$ cat src/hw/rtl/sgi_pkg.sv
// shared widths, register indexes and corner codes for the serpentine grid index block
package sgi_pkg;

   localparam int STEP_W     = 21;
   localparam int DIM_W      = 11;
   localparam int QUOT_W     = DIM_W;
   localparam int PROD_W     = 2 * DIM_W;
   localparam int CSR_IDX_W  = 2;
   localparam int CSR_DATA_W = DIM_W;
   localparam int LIM_W      = 17;

   localparam int DEF_MAX_ROWS = 1024;
   localparam int DEF_MAX_COLS = 1024;

   localparam logic [CSR_IDX_W-1:0] CSR_GRID_ROWS       = 2'd0;
   localparam logic [CSR_IDX_W-1:0] CSR_GRID_COLS       = 2'd1;
   localparam logic [CSR_IDX_W-1:0] CSR_SCAN_COLUMNWISE = 2'd2;
   localparam logic [CSR_IDX_W-1:0] CSR_START_CORNER    = 2'd3;

   localparam logic [1:0] CORNER_TOP_LEFT     = 2'd0;
   localparam logic [1:0] CORNER_TOP_RIGHT    = 2'd1;
   localparam logic [1:0] CORNER_BOTTOM_RIGHT = 2'd2;
   localparam logic [1:0] CORNER_BOTTOM_LEFT  = 2'd3;

   typedef struct packed {
      logic right_start;
      logic bottom_start;
   } corner_type;

endpackage

$ cat src/hw/rtl/serpentine_grid_index_top.sv
// serpentine grid index: step number on a snake walk to row-major cell number
//
// Usage: grid size, scan direction and start corner are written on the csr_
// channel (always ready) while no word is in flight. Each word taken on the
// req_ channel carries a 1-based step; one word leaves on the rsp_ channel
// with the 1-based row-major cell and an out-of-range flag (step 0 or past
// rows*cols gives cell 0 with the flag set).
// Pipeline: a word accepted on req_ passes the entry stage, one
// restoring-division stage per quotient bit (11 bits) and the map and
// multiply stages before it appears on rsp_.
// Throughput: one word per clock; a new word is taken every cycle unless rsp_ stalls.
// Stalls: when rsp_ready is low the last stage holds its word, and each
// stage upstream keeps moving as long as the stage after it is empty or
// moving, so bubbles are squeezed out and nothing is lost or repeated.
// req_ready drops only when every stage holds a word.
// Reset: synchronous, active high; clears all stage valid bits and sets the
// grid to 1 by 1, row-wise, starting top-left.
module serpentine_grid_index_top
   import sgi_pkg::*;
#(
   parameter int MAX_ROWS = DEF_MAX_ROWS,
   parameter int MAX_COLS = DEF_MAX_COLS
) (
   input  logic                  clock,
   input  logic                  reset,
   input  logic                  csr_valid,
   output logic                  csr_ready,
   input  logic [CSR_IDX_W-1:0]  csr_index,
   input  logic [CSR_DATA_W-1:0] csr_data,
   input  logic                  req_valid,
   output logic                  req_ready,
   input  logic [STEP_W-1:0]     req_step,
   output logic                  rsp_valid,
   input  logic                  rsp_ready,
   output logic [STEP_W-1:0]     rsp_cell_res,
   output logic                  rsp_out_of_range
);

   localparam int NS = QUOT_W + 2;
   localparam int MAP_S = QUOT_W + 1;
   localparam logic [LIM_W-1:0] ROW_LIM = LIM_W'(MAX_ROWS);
   localparam logic [LIM_W-1:0] COL_LIM = LIM_W'(MAX_COLS);

   // configuration registers
   logic [DIM_W-1:0] grid_rows_ff, grid_cols_ff;
   logic             scan_columnwise_ff;
   logic [1:0]       start_corner_ff;

   assign csr_ready = 1'b1;

   always_ff @(posedge clock) begin
      if (reset) begin
         grid_rows_ff       <= DIM_W'(1);
         grid_cols_ff       <= DIM_W'(1);
         scan_columnwise_ff <= 1'b0;
         start_corner_ff    <= CORNER_TOP_LEFT;
      end else if (csr_valid && csr_ready) begin
         case (csr_index)
            CSR_GRID_ROWS:       grid_rows_ff       <= csr_data;
            CSR_GRID_COLS:       grid_cols_ff       <= csr_data;
            CSR_SCAN_COLUMNWISE: scan_columnwise_ff <= csr_data[0];
            CSR_START_CORNER:    start_corner_ff    <= csr_data[1:0];
            default: ;
         endcase
      end
   end

   // effective grid, clamped to the build limits
   logic [DIM_W-1:0]  rows_eff, cols_eff, divisor;
   logic [PROD_W-1:0] total;
   corner_type        corner;

   always_comb begin
      rows_eff = ({(LIM_W-DIM_W)'(0), grid_rows_ff} > ROW_LIM) ? ROW_LIM[DIM_W-1:0]
                                                                 : grid_rows_ff;
      cols_eff = ({(LIM_W-DIM_W)'(0), grid_cols_ff} > COL_LIM) ? COL_LIM[DIM_W-1:0]
                                                                 : grid_cols_ff;
      divisor  = scan_columnwise_ff ? rows_eff : cols_eff;
      total    = rows_eff * cols_eff;
      corner.right_start  = (start_corner_ff == CORNER_TOP_RIGHT) ||
                            (start_corner_ff == CORNER_BOTTOM_RIGHT);
      corner.bottom_start = (start_corner_ff == CORNER_BOTTOM_RIGHT) ||
                            (start_corner_ff == CORNER_BOTTOM_LEFT);
   end

   // stage registers: 0 entry, 1..QUOT_W divider, MAP_S map, NS output
   logic [NS:0]       valid_ff;
   logic [NS:0]       oor_ff;
   logic [NS:0]       adv;
   logic [STEP_W-1:0] rem_ff  [0:QUOT_W];
   logic [QUOT_W-1:0] quot_ff [0:QUOT_W];

   always_comb begin
      adv[NS] = !valid_ff[NS] || rsp_ready;
      for (int s = NS - 1; s >= 0; s--) begin
         adv[s] = !valid_ff[s] || adv[s+1];
      end
   end

   assign req_ready = adv[0];

   // entry stage
   always_ff @(posedge clock) begin
      if (reset) begin
         valid_ff[0] <= 1'b0;
      end else if (adv[0]) begin
         valid_ff[0] <= req_valid;
      end
   end

   always_ff @(posedge clock) begin
      if (adv[0]) begin
         oor_ff[0]  <= (req_step == '0) || ({1'b0, req_step} > total);
         rem_ff[0]  <= req_step - STEP_W'(1);
         quot_ff[0] <= '0;
      end
   end

   // restoring division, one quotient bit per stage, msb first
   for (genvar s = 1; s <= QUOT_W; s++) begin : g_div
      localparam int B = QUOT_W - s;
      logic [STEP_W:0] shifted;
      logic            fits;

      assign shifted = (STEP_W+1)'(divisor) << B;
      assign fits    = ({1'b0, rem_ff[s-1]} >= shifted);

      always_ff @(posedge clock) begin
         if (reset) begin
            valid_ff[s] <= 1'b0;
         end else if (adv[s]) begin
            valid_ff[s] <= valid_ff[s-1];
         end
      end

      always_ff @(posedge clock) begin
         if (adv[s]) begin
            oor_ff[s]  <= oor_ff[s-1];
            rem_ff[s]  <= fits ? rem_ff[s-1] - shifted[STEP_W-1:0] : rem_ff[s-1];
            quot_ff[s] <= quot_ff[s-1] | (fits ? (QUOT_W'(1) << B) : '0);
         end
      end
   end

   // map line and position to row and column
   logic [DIM_W-1:0] line, pos, row_in, col_in;
   logic [DIM_W-1:0] row_ff, col_ff;
   logic             odd;

   always_comb begin
      line = quot_ff[QUOT_W];
      pos  = rem_ff[QUOT_W][DIM_W-1:0];
      odd  = line[0];
      if (!scan_columnwise_ff) begin
         row_in = corner.bottom_start ? rows_eff - DIM_W'(1) - line : line;
         col_in = (corner.right_start != odd) ? cols_eff - DIM_W'(1) - pos : pos;
      end else begin
         col_in = corner.right_start ? cols_eff - DIM_W'(1) - line : line;
         row_in = (corner.bottom_start != odd) ? rows_eff - DIM_W'(1) - pos : pos;
      end
   end

   always_ff @(posedge clock) begin
      if (reset) begin
         valid_ff[MAP_S] <= 1'b0;
      end else if (adv[MAP_S]) begin
         valid_ff[MAP_S] <= valid_ff[QUOT_W];
      end
   end

   always_ff @(posedge clock) begin
      if (adv[MAP_S]) begin
         oor_ff[MAP_S] <= oor_ff[QUOT_W];
         row_ff        <= row_in;
         col_ff        <= col_in;
      end
   end

   // output stage: row * cols + col + 1
   logic [PROD_W-1:0] cell_in;
   logic [STEP_W-1:0] cell_ff;

   assign cell_in = row_ff * cols_eff + PROD_W'(col_ff) + PROD_W'(1);

   always_ff @(posedge clock) begin
      if (reset) begin
         valid_ff[NS] <= 1'b0;
      end else if (adv[NS]) begin
         valid_ff[NS] <= valid_ff[MAP_S];
      end
   end

   always_ff @(posedge clock) begin
      if (adv[NS]) begin
         oor_ff[NS] <= oor_ff[MAP_S];
         cell_ff    <= oor_ff[MAP_S] ? '0 : cell_in[STEP_W-1:0];
      end
   end

   assign rsp_valid        = valid_ff[NS];
   assign rsp_cell_res     = cell_ff;
   assign rsp_out_of_range = oor_ff[NS];

   // an in-range word leaves the divider with a remainder below the line length
   a_rem_below_divisor: assert property (@(posedge clock) disable iff (reset)
      valid_ff[QUOT_W] && !oor_ff[QUOT_W] |-> rem_ff[QUOT_W] < STEP_W'(divisor))
      else $error("division remainder not below line length");

   // step zero is flagged at entry
   a_zero_step_flagged: assert property (@(posedge clock) disable iff (reset)
      req_valid && req_ready && (req_step == '0) |=> valid_ff[0] && oor_ff[0])
      else $error("step zero not flagged out of range");

   // a flagged result carries cell zero
   a_oor_cell_zero: assert property (@(posedge clock) disable iff (reset)
      rsp_valid && rsp_out_of_range |-> rsp_cell_res == '0)
      else $error("out-of-range word with nonzero cell");

   // the last stage holds a word the receiver has not taken
   a_hold_on_stall: assert property (@(posedge clock) disable iff (reset)
      valid_ff[NS] && !rsp_ready |=> valid_ff[NS] && $stable(cell_ff))
      else $error("output word lost during stall");

endmodule
$ cat config.mk
export PLATFORM = sky130hd
export DESIGN_NAME = serpentine_grid_index_top
export DESIGN_NICKNAME = d
export VERILOG_FILES = /design/src/hw/rtl/sgi_pkg.sv /design/src/hw/rtl/serpentine_grid_index_top.sv
export SDC_FILE = /design/constraint.sdc
export NUM_CORES = 1
export LEC_CHECK = 0
export ABC_AREA = 1
export ABC_CLOCK_PERIOD_IN_PS = 6900
export BUFFER_PORTS_ARGS = -buffer_cell sky130_fd_sc_hd__buf_2
export CAP_MARGIN = 20
export CORE_MARGIN = 5
export CORE_UTILIZATION = 44
export CTS_CLUSTER_SIZE = 40
export DETAILED_ROUTE_END_ITERATION = 16
export GPL_TIMING_DRIVEN = 0
export SKIP_CTS_REPAIR_TIMING = 1
export SLEW_MARGIN = 20
export SYNTH_ARGS = -nofsm -noshare
export SYNTH_HDL_FRONTEND = slang
export SYNTH_SLANG_ARGS = --single-unit
$ cat constraint.sdc
create_clock -name clock -period 6.9 [get_ports clock]
set_input_delay 0.69 -clock clock [delete_from_list [all_inputs] [get_ports clock]]
set_output_delay 0.69 -clock clock [all_outputs]
set_load 0.005 [all_outputs]
==> impl_metrics.tcl <==
set metrics [dict create \
    outcome "finished, violations left" \
    violations "negative setup slack" \
    route.vias.total 25200 \
    ys_warn_count 0 \
    grt_antenna_before_repair 12 \
    dr.pass1.iters 6 \
    synth_top_area_cell "edfxtp_1" \
    synth_area_leaders "edfxtp_1, ha_1, fa_1" \
    worst_setup_path_start_kind "flop" \
    ioPinCount 64 \
    drc_errors 0 \
    cpMaxStageDelayCell "fa_1" \
    num_rows 99 \
    synthFlopType "edfxtp_1" \
    ys_ff_latch 404 \
    grt_use_total 0.210 \
    ys_types 68 \
    worstPathRequired_ns 7.26 \
    p_sw_frac 0.421 \
    drive_above_1_share 0.0881 \
    synth_common_cells "nand2_1, inv_1, edfxtp_1" \
    vdd_drop_max_mv 0.302 \
    worst_slack_ns -0.103 \
    fin_nets 4340 \
    switching_power_mw 6.01 \
    p_int_mw 8.27 \
    fin_crit_sh 1.01 \
    synth-edff-count 365 \
    critPathCaptureType "flop" \
    fin_util 0.500 \
    fill_cells 6934 \
    pwr-share-comb 0.509 \
    critPathMaxStageDelay_ns 0.54 \
    grt_pass1_vias 24700 \
    synthCells 3660 \
    fp.dieH_um 282 \
    drt.antenna.violating_nets 0 \
    hold_class "input pin to flop" \
    synth_nets 4190 \
    cp_data_arrival_time_ns 7.36 \
    synth.top_cell.area_share 0.338 \
    p_leak_nw 16.3 \
    pwr-share-clk 0.189 \
    max_slew_margin 0.310 \
    die_w_um 282 \
    drv_slew 0 \
    grt_pass1_wl_um 133000 \
    netlist_area_um2 32500 \
    yosysSeqAreaShare 0.362 \
    p_per_area_nw_per_um2 390 \
    cp_max_fo 7 \
    hold_viol_final 0 \
    cts_made_buffers 47 \
    portBuffers 62 \
    synth.most_common_cell "nand2_1" \
    preCtsSetupSlack_ns -1.05 \
    dp_hpwl_um 66900 \
    rsz0062_at_grt "true" \
    worst_slew_pin_slew_ns 1.04 \
    core_um2 73100 \
    h-tree-depth 2 \
    p_total_mw 14.3 \
    drv_cap 0 \
    drt-initial-drc-count 1868 \
    syn_area_per_cell_um2 8.87 \
    path_common_cell "nand2_1" \
    numPlacedInstances 4693 \
    cts-root-buf "clkbuf_16" \
    syn_to_final_growth_pct 12.6 \
    clkTransAtPathRegs_ns 0.06 \
    grt_max_degree 34 \
    design.die.area_um2 79300 \
    seq_power_share 0.302 \
    cts_buffer_depth 3 \
    fmax_mhz 143 \
    instances_no_fill 4813 \
    synthArstFlopShare 0 \
    min_period_ns 7.00 \
    setup_viol 1 \
    place_congestion 0.949 \
    clock_latency_ns 0.62 \
    drt-total-wl_um 83500 \
    cts_tree "done" \
    start_util 0.444 \
    routedWlPerCell_um 17.3 \
    vias_per_cell 5.24 \
    path_class "flop to flop" \
    finClkSkew_ns 0.0224 \
    clock_sinks 404 \
    overflow 0 \
]
[stage by stage]
stage	hold slack, ns	TNS [ns]	cell area, um2
final	0.338	-0.103	36600
after global routing	0.357	-0.402	36600
after CTS	0.304	-1.09	36100
after detailed placement	0.405	-1.05	34300
after global placement	0.400	-66.38	34000
after floorplan	0.400	0	32500
[worst max-delay path: cells and delay by family, from the launching register on]
family / cells / cell delay (ns)
buffers and inverters: 6 / 0.50
flip-flops: 1 / 0.30
XOR/XNOR: 1 / 0.15
AND/OR/NAND/NOR: 15 / 1.70
AO/OA/AOI/OAI: 6 / 1.05
adder cells (fa/ha/maj): 7 / 3.05
[layout by cell type (no fill, tap or decap), types with 9 or more instances in the layout]
master	count
a21oi_1	266
a31oi_1	22
buf_2	79
buf_4	35
clkbuf_1	35
clkbuf_16	48
clkinvlp_4	9
dfxtp_1	36
edfxtp_1	365
fa_1	182
ha_1	302
inv_1	515
inv_2	15
nand2_1	644
nand2_2	9
nand2_4	11
nand3_1	116
nand4_1	39
nor2_1	354
nor2_2	11
nor2_4	10
nor3_1	49
nor4_1	21
o211ai_1	14
o21a_1	9
o21ai_0	225
o21ai_1	27
o21ai_4	10
o21bai_1	9
or2_2	13
xnor2_1	93
xor2_1	111
[routing by layer]
| metal | track usage | wire length [um] |
|---|---|---|
| met2 | 0.347 | 38700 |
| met5 | 0 | 83 |
| met3 | 0.0388 | 5460 |
| met4 | 0.0528 | 2070 |
| met1 | 0.289 | 37200 |
[final timing paths]
check                        from         endpoint  slack (ns)  cells after the start
hold / removal        csr_data[5]  grid_cols_ff[5]        0.34                      3
setup reg to reg  grid_cols_ff[0]        oor_ff[0]       -0.10                     35
hold reg to reg    quot_ff[2][24]   quot_ff[2][35]        0.41                      0
setup / recovery  grid_cols_ff[0]        oor_ff[0]       -0.10                     35
[cells by family after synthesis]
kind of cell | after synthesis | synth area share
simple gates | 1306 | 0.171
compound gates | 643 | 0.108
buf+inv | 609 | 0.0717
fa+ha+maj | 491 | 0.232
flops | 404 | 0.362
xor+xnor | 204 | 0.0550
mux | 2 | 0.000694
other cells | 1 | 0.000116
[power by group through the flow]
stage | logic, mW | clock network (mW) | registers (mW)
after floorplan | 5.57 | 0 | 4.16
after global placement | 7.10 | 0 | 4.35
after detailed placement | 7.19 | 0 | 4.36
after CTS | 7.24 | 2.76 | 4.31
after global routing | 8.34 | 2.86 | 4.40
final | 7.26 | 2.69 | 4.31
[state kept, by name, indices dropped and copies added, names as in the netlist]
name and flops:
row_ff 11, rsp_valid 1, scan_columnwise_ff 1, grid_cols_ff 11, grid_rows_ff 11, valid_ff 13, start_corner_ff 2, rsp_out_of_range 1
col_ff 11, rsp_cell_res 21, oor_ff 13, rem_ff 242, quot_ff 66
[final cells by class]
cell class,instances,area (um2),area share
Antenna cell,5,12.5,0.000342
Clock inverter,30,419,0.0115
Buffer,69,359,0.00982
Multi-Input combinational cell,2647,18700,0.511
Timing Repair Buffer,103,801,0.0219
Sequential cell,404,11700,0.321
Clock buffer,58,1290,0.0353
Inverter,538,2040,0.0559
Tap cell,959,1200,0.0328
(Power assumes the default switching activity.)
